<file path="src/min_heap_timer_queue_core_macros.svh">
// ---------------------------------------------------------------------------
// Timer queue assertion macros
// Shared concurrent check forms for the timer queue RTL.
// ---------------------------------------------------------------------------
`ifndef MIN_HEAP_TIMER_QUEUE_CORE_MACROS_SVH
`define MIN_HEAP_TIMER_QUEUE_CORE_MACROS_SVH

// condition must hold at every clock edge out of reset
`define MHTQ_ALWAYS(label, clk, rstn, cond, msg) \
    label: assert property (@(posedge clk) disable iff (!rstn) (cond)) else $error(msg);

// antecedent in a cycle implies consequent in the same cycle
`define MHTQ_IMPLY(label, clk, rstn, ante, cons, msg) \
    label: assert property (@(posedge clk) disable iff (!rstn) (ante) |-> (cons)) \
        else $error(msg);

`endif

</file>
<file path="src/mhtq_pkg.sv">
// ---------------------------------------------------------------------------
// Timer queue package
// Sizes, action and status codes, and controller/datapath interface types.
// ---------------------------------------------------------------------------
package mhtq_pkg;

    localparam int CAPACITY  = 64;
    localparam int ID_LIMIT  = 1024;

    localparam int ACT_W     = 3;
    localparam int ID_W      = 10;
    localparam int TMO_W     = 16;
    localparam int WAIT_W    = 17;
    localparam int STAT_W    = 2;
    localparam int EXP_W     = 32;

    localparam int SLOT_W    = $clog2(CAPACITY);
    localparam int CNT_W     = $clog2(CAPACITY + 1);
    localparam int IDX_W     = SLOT_W + 2;
    localparam int HEAP_W    = EXP_W + ID_W;
    localparam int MAP_DEPTH = (ID_LIMIT < (1 << ID_W)) ? ID_LIMIT : (1 << ID_W);
    localparam int MAP_AW    = $clog2(MAP_DEPTH);

    typedef enum logic [ACT_W-1:0] {
        ACT_ADD    = 3'd0,
        ACT_ADJUST = 3'd1,
        ACT_FIRE   = 3'd2,
        ACT_TICK   = 3'd3,
        ACT_POP    = 3'd4,
        ACT_CLEAR  = 3'd5,
        ACT_QUERY  = 3'd6,
        ACT_NOP    = 3'd7
    } act_t;

    typedef enum logic [STAT_W-1:0] {
        STAT_OK      = 2'd0,
        STAT_FULL    = 2'd1,
        STAT_UNKNOWN = 2'd2,
        STAT_EMPTY   = 2'd3
    } stat_t;

    // datapath micro-operations, one per cycle
    typedef enum logic [4:0] {
        OP_NONE,
        OP_ACCEPT,
        OP_TICK,
        OP_CLEAR,
        OP_MAP_RD,
        OP_LK_RD,
        OP_SET_ABSENT,
        OP_SET_RANGE,
        OP_SET_FULL,
        OP_EMPTY,
        OP_RESTART,
        OP_NEW,
        OP_FIRE,
        OP_ROOT_RD,
        OP_POP,
        OP_RM_RD,
        OP_RM_END,
        OP_RM_LOAD,
        OP_DN_RDL,
        OP_DN_LQ,
        OP_DN_RQ_R,
        OP_DN_SWAP,
        OP_UP_RD,
        OP_UP_SWAP,
        OP_PLACE,
        OP_DR_TAKE,
        OP_DR_STOP,
        OP_DR_EMPTY,
        OP_OUT_RES,
        OP_OUT_DRN0,
        OP_EM_RD,
        OP_EM_OUT
    } op_t;

    typedef struct packed {
        op_t op;
    } cmd_t;

    typedef struct packed {
        act_t act;
        logic drain;      // tick or query
        logic known;      // looked-up id is in the heap
        logic in_range;
        logic full;
        logic empty;
        logic rm_move;    // removed slot is not the last one
        logic has_l;
        logic has_r;
        logic r_lt;       // right child below left child
        logic cur_lt;     // moving entry below best child
        logic moved;
        logic hole_zero;
        logic par_lt;     // parent below moving entry
        logic root_due;
        logic nbuf_zero;
        logic out_free;
        logic emit_last;
    } sts_t;

endpackage

</file>
<file path="src/mhtq_ctrl.sv">
// ---------------------------------------------------------------------------
// Timer queue controller
// Sequences lookup, heap walks, drain and result output per input beat.
// ---------------------------------------------------------------------------
module mhtq_ctrl (
    input  logic          aclk,
    input  logic          aresetn,
    input  logic          s_tvalid,
    output logic          s_tready,
    input  mhtq_pkg::sts_t sts,
    output mhtq_pkg::cmd_t cmd
);
    import mhtq_pkg::*;

    typedef enum logic [4:0] {
        S_IDLE,
        S_DISP,
        S_LK_MAP,
        S_LK_HEAP,
        S_LK_CHK,
        S_PP_Q,
        S_RM,
        S_RM_Q,
        S_DN_L,
        S_DN_LQ,
        S_DN_RQ,
        S_DN_CMP,
        S_UP,
        S_UP_Q,
        S_PLACE,
        S_DR_RD,
        S_DR_Q,
        S_DR_FIN,
        S_OUT,
        S_OUT0,
        S_EM_RD,
        S_EM_Q
    } state_t;

    state_t state_reg, state_next;
    state_t cont;

    assign s_tready = (state_reg == S_IDLE);
    assign cont     = sts.drain ? S_DR_RD : S_OUT;

    // next state and command decode
    always_comb begin
        state_next = state_reg;
        cmd.op     = OP_NONE;
        unique case (state_reg)
            S_IDLE: begin
                if (s_tvalid) begin
                    cmd.op     = OP_ACCEPT;
                    state_next = S_DISP;
                end
            end
            S_DISP: begin
                unique case (sts.act) inside
                    ACT_ADD, ACT_ADJUST, ACT_FIRE: begin
                        state_next = S_LK_MAP;
                    end
                    ACT_TICK: begin
                        cmd.op     = OP_TICK;
                        state_next = S_DR_RD;
                    end
                    ACT_POP: begin
                        if (sts.empty) begin
                            cmd.op     = OP_EMPTY;
                            state_next = S_OUT;
                        end else begin
                            cmd.op     = OP_ROOT_RD;
                            state_next = S_PP_Q;
                        end
                    end
                    ACT_CLEAR: begin
                        cmd.op     = OP_CLEAR;
                        state_next = S_OUT;
                    end
                    ACT_QUERY: begin
                        state_next = S_DR_RD;
                    end
                    default: begin
                        state_next = S_OUT;
                    end
                endcase
            end
            S_LK_MAP: begin
                cmd.op     = OP_MAP_RD;
                state_next = S_LK_HEAP;
            end
            S_LK_HEAP: begin
                cmd.op     = OP_LK_RD;
                state_next = S_LK_CHK;
            end
            S_LK_CHK: begin
                unique case (sts.act)
                    ACT_ADD: begin
                        if (sts.known) begin
                            cmd.op     = OP_RESTART;
                            state_next = S_DN_L;
                        end else if (!sts.in_range) begin
                            cmd.op     = OP_SET_RANGE;
                            state_next = S_OUT;
                        end else if (sts.full) begin
                            cmd.op     = OP_SET_FULL;
                            state_next = S_OUT;
                        end else begin
                            cmd.op     = OP_NEW;
                            state_next = S_UP;
                        end
                    end
                    ACT_ADJUST: begin
                        if (sts.known) begin
                            cmd.op     = OP_RESTART;
                            state_next = S_DN_L;
                        end else begin
                            cmd.op     = OP_SET_ABSENT;
                            state_next = S_OUT;
                        end
                    end
                    default: begin
                        if (sts.known) begin
                            cmd.op     = OP_FIRE;
                            state_next = S_RM;
                        end else begin
                            cmd.op     = OP_SET_ABSENT;
                            state_next = S_OUT;
                        end
                    end
                endcase
            end
            S_PP_Q: begin
                cmd.op     = OP_POP;
                state_next = S_RM;
            end
            // remove: last entry refills the hole, then sifts
            S_RM: begin
                if (sts.rm_move) begin
                    cmd.op     = OP_RM_RD;
                    state_next = S_RM_Q;
                end else begin
                    cmd.op     = OP_RM_END;
                    state_next = cont;
                end
            end
            S_RM_Q: begin
                cmd.op     = OP_RM_LOAD;
                state_next = S_DN_L;
            end
            // sift down
            S_DN_L: begin
                if (sts.has_l) begin
                    cmd.op     = OP_DN_RDL;
                    state_next = S_DN_LQ;
                end else begin
                    state_next = sts.moved ? S_PLACE : S_UP;
                end
            end
            S_DN_LQ: begin
                cmd.op     = OP_DN_LQ;
                state_next = sts.has_r ? S_DN_RQ : S_DN_CMP;
            end
            S_DN_RQ: begin
                if (sts.r_lt) begin
                    cmd.op = OP_DN_RQ_R;
                end
                state_next = S_DN_CMP;
            end
            S_DN_CMP: begin
                if (sts.cur_lt) begin
                    state_next = sts.moved ? S_PLACE : S_UP;
                end else begin
                    cmd.op     = OP_DN_SWAP;
                    state_next = S_DN_L;
                end
            end
            // sift up
            S_UP: begin
                if (sts.hole_zero) begin
                    state_next = S_PLACE;
                end else begin
                    cmd.op     = OP_UP_RD;
                    state_next = S_UP_Q;
                end
            end
            S_UP_Q: begin
                if (sts.par_lt) begin
                    state_next = S_PLACE;
                end else begin
                    cmd.op     = OP_UP_SWAP;
                    state_next = S_UP;
                end
            end
            S_PLACE: begin
                cmd.op     = OP_PLACE;
                state_next = cont;
            end
            // drain expired timers into the result buffer
            S_DR_RD: begin
                if (sts.empty) begin
                    cmd.op     = OP_DR_EMPTY;
                    state_next = S_DR_FIN;
                end else begin
                    cmd.op     = OP_ROOT_RD;
                    state_next = S_DR_Q;
                end
            end
            S_DR_Q: begin
                if (sts.root_due) begin
                    cmd.op     = OP_DR_TAKE;
                    state_next = S_RM;
                end else begin
                    cmd.op     = OP_DR_STOP;
                    state_next = S_DR_FIN;
                end
            end
            S_DR_FIN: begin
                state_next = sts.nbuf_zero ? S_OUT0 : S_EM_RD;
            end
            // result output
            S_OUT: begin
                if (sts.out_free) begin
                    cmd.op     = OP_OUT_RES;
                    state_next = S_IDLE;
                end
            end
            S_OUT0: begin
                if (sts.out_free) begin
                    cmd.op     = OP_OUT_DRN0;
                    state_next = S_IDLE;
                end
            end
            S_EM_RD: begin
                cmd.op     = OP_EM_RD;
                state_next = S_EM_Q;
            end
            S_EM_Q: begin
                if (sts.out_free) begin
                    cmd.op     = OP_EM_OUT;
                    state_next = sts.emit_last ? S_IDLE : S_EM_RD;
                end
            end
            default: begin
                state_next = S_IDLE;
            end
        endcase
    end

    // state register
    always_ff @(posedge aclk) begin
        if (!aresetn) begin
            state_reg <= S_IDLE;
        end else begin
            state_reg <= state_next;
        end
    end

endmodule

</file>
<file path="config.mk">
export PLATFORM = sky130hd
export DESIGN_NAME = mhtq_ctrl
export DESIGN_NICKNAME = d
export VERILOG_FILES = /design/src/min_heap_timer_queue_core_macros.svh /design/src/mhtq_pkg.sv /design/src/mhtq_ctrl.sv
export SDC_FILE = /design/constraint.sdc
export NUM_CORES = 1
export LEC_CHECK = 0
export BUFFER_PORTS_ARGS = -buffer_cell sky130_fd_sc_hd__clkbuf_2
export CAP_MARGIN = 10
export CORE_ASPECT_RATIO = 1.1
export CORE_MARGIN = 5
export CORE_UTILIZATION = 58
export CTS_CLUSTER_DIAMETER = 30
export CTS_CLUSTER_SIZE = 12
export DETAILED_ROUTE_END_ITERATION = 16
export GPL_ROUTABILITY_DRIVEN = 0
export PLACE_DENSITY = 0.86
export SLEW_MARGIN = 20
export SYNTH_ARGS = -nofsm -noshare
export SYNTH_HDL_FRONTEND = slang
export SYNTH_SLANG_ARGS = --single-unit
</file>
<file path="constraint.sdc">
create_clock -name aclk -period 4.4 [get_ports aclk]
set_clock_uncertainty 0.15 [all_clocks]
set_input_delay 0.22 -clock aclk [delete_from_list [all_inputs] [get_ports aclk]]
set_output_delay 0.22 -clock aclk [all_outputs]
set_load 0.01 [all_outputs]
</file>
# Yosys cells after proc, flatten, opt, wreduce, memory -nomap -nowiden
# Index checks and enable logic that the tools add are counted.
[totals] regBits=5 latchBits=0 mem_bits_rw=0 romBits=0 in_bits=23 output_inout_bits=6 word_cells=82 memories=0
[classes] add_sub_neg=0 mul=0 div=0 n_lt_le_gt_ge=0 n_eq_ne=30 n_shift=0 n_mux=45 bitwise=0 n_reduce_logical=6
[op_table] cell="case mux 5 bit (21 select lines)" count=2
[op_table] cell="2-to-1 mux 5 bit" count=23
[op_table] cell="equality test 5 x 4 -> 1 bit, second input constant" count=8
[op_table] cell="equality test 5 bit, second input constant" count=6
[op_table] cell="equality test 5 x 3 -> 1 bit, second input constant" count=4
[op_table] cell="case mux 5 bit (2 select lines)" count=2
[op_table] cell="2-to-1 mux 4 bit" count=4
[op_table] cell="case mux 5 bit (3 select lines)" count=1
[op_table] cell="2-to-1 mux 3 bit" count=4
[op_table] cell="case mux 4 bit (3 select lines)" count=1
[op_table] cell="equality test 5 x 2 -> 1 bit, second input constant" count=2
[op_table] cell="2-to-1 mux 2 bit" count=5
[op_table] cell="equality test 3 bit, second input constant" count=3
[op_table] cell="equality test 3 x 2 -> 1 bit, second input constant" count=2
[op_table] cell="equality test 5 x 1 -> 1 bit, second input constant" count=1
[op_table] cell="zero test 5 bit" count=1
[op_table] cell="inequality test 2 bit, second input constant" count=2
[op_table] cell="OR reduction 2 bit" count=2
[op_table] cell="equality test 3 x 1 -> 1 bit, second input constant" count=1
[op_table] cell="zero test 3 bit" count=1
[op_table] cell="2-to-1 mux 1 bit" count=3
[op_table] cell="AND reduction 3 bit" count=1
[op_table] cell="OR reduction 3 bit" count=1
[op_table] cell="inequality test 2 x 1 -> 1 bit, second input constant" count=1

# Logic depth before layout (Yosys ltp)
# Gate-level depths: netlist of the first run.
[logic_depth] word_depth=5 depth_mapped=8 ltp_nobuf=5

# Worst setup path before layout of the first run
# OpenSTA, ideal clock, no wires.
[synth_path] path_type="flip-flop to output port" start="reg state_reg[4]" end="out cmd[4] (netlist name)" arrival_time_ns=1.612 t_required_ns=4.030 slack_ns=2.418 stages_incl_launch_ff=8 path_buffers=2 path_cell_list="dfxtp_1 -> buf_6 -> and2b_1 -> clkbuf_1 -> and3_1 -> a32o_1 -> a2111oi_0 -> nand2_1"
[synth_lines] element="start: declaration" line_no="mhtq_ctrl.sv:40" rtl="state_t state_reg, state_next;"
[synth_lines] element="start signal: assignment" line_no="mhtq_ctrl.sv:254" rtl="state_reg <= state_next;"
[synth_lines] element="end: declaration" line_no="mhtq_ctrl.sv:11" rtl="output mhtq_pkg::cmd_t cmd"

==> out/metrics.yaml, run 1 <==
pwr:
  ir_drop_v: 0.000267
  p_leak_nw: 0.526
  powerDensity_mw_per_mm2: 490
  power_uw: 632
final_layout:
  num_antenna_cells: 0
  fin_util: 0.652
  finalNetCount: 227
  fin_area_mm2: 0.00129
  n_fill_cell: 188
  drive_gt1_frac: 0.167
  largest_reg_flops: 5
  area.growth.synth_to_final_pct: 9.80
critical_path:
  r2r-end: "state_reg[3]"
  path_class: "reg2out"
  crit_family: "flip-flops"
  crit_fanout: 30
  startpoint_type: "flop"
  critPathCaptureType: "output port"
  critPathSlowestCell: "dfxtp_1"
  critPathMaxStageDelay_ps: 950
  rrSetupSlack_ps: 1800
  reg2reg_from: "state_reg[2]"
  cp_cell_sequence: "nand2b_1 -> or2_4 -> o21ai_0 -> a21oi_1 -> o211ai_1 -> clkbuf_2"
  worstPathArrival_ps: 2560
  worstRegToRegCells: 5
  path_buf_inv: 1
  required_ps: 4030
placed_design:
  dpl-instance-area_mm2: 0.00126
  port_buffers: 28
  detailed_place_hpwl_mm: 2.78
detailed_routing:
  drc_errors: 0
  vias_per_cell: 6.58
  drt_pass1_iterations: 5
  ant_nets: 0
  drt_wl_total_mm: 3.70
  num_vias: 1520
  drt_iter0_markers: 105
  wire_per_inst_um: 16.0
floorplanning:
  fp.dieW_um: 52.9
  pin_count: 29
  start_util: 0.594
  die_h_um: 57.2
  rows: 17
  coreArea_mm2: 0.00198
  die-area_mm2: 0.00303
logic_synthesis:
  synth_top_flop_cell: "dfxtp_1"
  syn_area_mm2: 0.00117
  syn_inst: 189
  yosysWarnings: 0
  ys_types: 53
  synth-async-reset-ratio: 0
  synth_nets: 212
  synth-edff-count: 0
  ys_seq_area_frac: 0.0852
  ys_ff_latch: 5
  syn_area_per_cell_um2: 6.22
sta:
  hold_viol_final: 0
  post-route-min-period_ps: 2930
  fin_setup_tns_ps: 0
  setup_viol: 0
  finalCritPeriodShare: 0.666
  relSlewSlack: 0.356
  rsz0062_at_grt: "no"
  slew_viol_final: 0
  timing.hold.ws_ps: 110
  worst_pin_slew_ps: 965
  fmax_mhz: 341
clocking:
  clock_sinks: 5
  post-cts-setup-buffer-count: 0
  clkTransAtPathRegs_ps: 40
  cts_hold_buf: 0
  cts-resized-gates: 0
  htreeDepth: 1
  cts-buffers-inserted: 3
  clock_latency_ps: 230
  cts-root-buf: "clkbuf_4"
  cts_tree: "yes"
  clock_path_buffers: 2
worst_hold_path:
  holdPathStages: 2
  hold_end: "state_reg[4]"
  min_path_type: "in2reg"
  hold_start: "aresetn"
global_route:
  grt_overflow_total: 0
  grt_pass1_vias: 1352
  grt_max_degree: 31
  grt_antenna_before_repair: 0
  grtUsageTotal: 0.250
  grt_pass1_wl_mm: 6.04
outcome:
  status: "complete, no violations"
run:
  cap_viol_max_count: 0
[synth_stat cells, types with 4 or more instances]
cell	n	area share
nand2b_1	8	0.043
nand3_1	4	0.017
clkbuf_1	5	0.016
nor2b_1	7	0.037
inv_1	8	0.026
a31oi_1	4	0.021
nand2_1	11	0.035
buf_2	9	0.038
o21ai_0	10	0.043
nand4_1	4	0.021
nor3_1	13	0.055
dfxtp_1	5	0.085
nor4_1	5	0.027
nand3b_1	5	0.032
a21oi_1	15	0.064
nor2_1	20	0.064
[how the worst max path moves through the flow]
stage / start / slack [ps] / depth (start not counted) / to
after global routing: state_reg[2] / 1320 / 6 / cmd[1]
after CTS: state_reg[4] / 1570 / 6 / cmd[4]
final: state_reg[2] / 1470 / 6 / cmd[1]
after detailed placement: state_reg[4] / 1810 / 6 / cmd[4]
after floorplan: state_reg[4] / 2420 / 7 / cmd[4]
after global placement: state_reg[4] / 1900 / 6 / cmd[4]
[cell usage in the layout (no fill, tap or decap), drive strengths merged, types with 4 or more instances in the layout]
| cell | Yosys | layout |
|---|---|---|
| a21oi | 15 | 15 |
| a31oi | 4 | 4 |
| clkbuf | 5 | 32 |
| dfxtp | 5 | 5 |
| inv | 8 | 8 |
| nand2 | 11 | 11 |
| nand2b | 8 | 8 |
| nand3 | 4 | 4 |
| nand3b | 5 | 5 |
| nand4 | 4 | 4 |
| nor2 | 20 | 20 |
| nor2b | 7 | 7 |
| nor3 | 13 | 13 |
| nor4 | 5 | 5 |
| o21ai | 10 | 10 |
| or3 | 4 | 4 |
[routing by layer]
layer | track usage | vias up | part of all wire
li1 | - | 737 | -
met1 | 0.342 | 665 | 0.41
met2 | 0.408 | 106 | 0.46
met3 | 0.0287 | 12 | 0.10
met4 | 0.0693 | 0 | 0.021
met5 | 0 | - | 0
[report_power, final]
group / internal, mW / total, mW / switching [mW] / leakage, nW
logic: 0.193 / 0.419 / 0.226 / 0.470
registers: 0.0611 / 0.163 / 0.102 / 0.0410
clock network: 0.0341 / 0.0504 / 0.0163 / 0.0150
[per-stage QoR]
stage               setup WS, ps  std cells
floorplan                   2420        189
global placement            1900        227
detailed placement          1810        227
CTS                         1570        231
global route                1320        231
finish                      1470        231
[final cells by class]
cell class                 count  area (um2)  share of cell area
multi-input combinational    158         958               0.743
tap                           28        35.0              0.0272
timing repair buffer          28         140               0.109
clock buffer                   4        26.3              0.0204
sequential                     5         100              0.0776
inverter                       8        30.0              0.0233
[logic make-up (layout without fill, tap and decap cells)]
group | count (synthesis) | count (layout) | synth area share
buffers and inverters | 26 | 40 | 0.0990
and+or+nand+nor | 97 | 97 | 0.459
DFF | 5 | 5 | 0.0852
AOI/OAI and AO/OA | 59 | 59 | 0.339
muxes | 2 | 2 | 0.0181
[worst register-to-register path, delay by kind of cell (launching register included)]
kind             cells  cell delay, ps
flip-flops           1             950
AND/OR/NAND/NOR      3            1150
AO/OA/AOI/OAI        2             290
(Power assumes the default switching activity.)
==> inputs of run 2 (changes only) <==
- CORE_UTILIZATION: 58 -> 48
- PLACE_DENSITY: 0.86 -> 0.76
- clock period: 4.4 -> 2.58 ns (I/O delays scaled with it)
==> run 2 against run 1 <==
Against the previous run:
- clock power up 85%
- wire length is 12% higher
- setup slack got worse by 1300 ps
- highest routed layer unchanged
- non-clock buffer count increased by 8
- flip-flop and latch count stayed put
- utilization down 5.1 points
- first-iteration DRC count is 77% higher
==> out/metrics.yaml, run 2 (same netlist as run 1, synthesis figures left out) <==
outcome:
  status: "complete, no violations"
sta:
  worst_pin_slew_ps: 515
  hold_viol_final: 0
  rsz0062_at_grt: "no"
  layout_setup_ws_ps: 148
  setup_viol: 0
  relSlewSlack: 0.656
  fin_setup_tns_ps: 0
  post-route-min-period_ps: 2430
  slew_viol_final: 0
  fmax_mhz: 411
  finalCritPeriodShare: 0.943
clocking:
  clock_sinks: 5
  clock_latency_ps: 240
  cts-root-buf: "clkbuf_4"
  cts_hold_buf: 0
  post-cts-setup-buffer-count: 0
  cts-resized-gates: 0
  htreeDepth: 1
  clkTransAtPathRegs_ps: 40
  clock_path_buffers: 2
  cts-buffers-inserted: 3
  cts_tree: "yes"
global_route:
  grt_antenna_before_repair: 0
  grt_pass1_vias: 1407
  grtUsageTotal: 0.234
  grt_pass1_wl_mm: 6.62
  grt_overflow_total: 0
  grt_max_degree: 26
critical_path:
  critPathSlowestCell: "dfxtp_1"
  cp_cell_sequence: "and2b_2 -> and3_1 -> a32o_1 -> a2111oi_1 -> nand2_1 -> clkbuf_2"
  path_class: "reg2out"
  worstPathArrival_ps: 2150
  required_ps: 2300
  path_buf_inv: 1
  critPathCaptureType: "output port"
  critPathMaxStageDelay_ps: 460
  crit_family: "simple AND/OR/NAND/NOR gates"
  crit_fanout: 14
  startpoint_type: "flop"
detailed_routing:
  vias_per_cell: 6.79
  wire_per_inst_um: 17.3
  drc_errors: 0
  num_vias: 1636
  ant_nets: 0
  drt_wl_total_mm: 4.16
  drt_iter0_markers: 186
  drt_pass1_iterations: 5
placed_design:
  dp.cells: 237
  port_buffers: 28
  preCtsSetupSlack_ps: 343
  detailed_place_hpwl_mm: 3.17
floorplanning:
  die_h_um: 61.9
  start_util: 0.511
  fp.dieW_um: 57.2
  rows: 18
  die-area_mm2: 0.00354
  pin_count: 29
  coreArea_mm2: 0.00230
pwr:
  powerDensity_mw_per_mm2: 851
  ir_drop_v: 0.000563
  power_mw: 1.17
  p_leak_nw: 0.573
final_layout:
  final_cell_mix: "28 x clkbuf_2, 20 x nor2_1, 15 x a21oi_1"
  area.growth.synth_to_final_pct: 17.5
  num_antenna_cells: 0
  drive_gt1_frac: 0.223
  final_cells: 241
  largest_reg_flops: 5
  finalNetCount: 235
  final_common_cell: "clkbuf_2"
worst_hold_path:
  min_path_type: "in2reg"
run:
  cap_viol_max_count: 0
==> run 2: layer usage <==
layer	track usage	vias to the layer above	part of all wire
li1	-	757	-
met1	0.314	742	0.39
met2	0.395	122	0.47
met3	0.0289	15	0.12
met4	0.0762	0	0.025
met5	0	-	0
==> run 2: power by group <==
group / leakage [nW] / switching [mW] / internal, mW
clock: 0.0150 / 0.0344 / 0.0586
sequential: 0.0418 / 0.106 / 0.107
combinational: 0.516 / 0.483 / 0.385
==> run 2: path summary, 6_finish.rpt <==
path,start,endpoint,slack [ps],cells after the start
min,aresetn,state_reg[1],20,2
min reg2reg,state_reg[4],state_reg[2],670,3
max reg2reg,state_reg[0],state_reg[3],480,5
max,state_reg[0],cmd[4],150,6
==> run 2: area by class of cell <==
type / count / area (um2)
multi-input combinational: 158 / 971
fill: 214 / 917
timing repair buffer: 36 / 213
sequential: 5 / 103
tap: 30 / 37.5
inverter: 8 / 30.0
clock buffer: 4 / 26.3
==> run 2: worst reg2reg max path, cell delays in order (launching register included) <==
cell,delay (ps)
dfxtp_1,460
or3_4,500
or2_4,290
or3_1,360
a21oi_1,150
o41a_1,130
==> run 2: stage by stage <==
step / area, um2 / utilization / hold slack (ps)
final: 1380 / 0.601 / 17.8
after global routing: 1380 / 0.601 / 12.0
after CTS: 1370 / 0.594 / 9.73
after detailed placement: 1340 / 0.583 / 270
after global placement: 1340 / 0.583 / 263
after floorplan: 1170 / - / 95.2
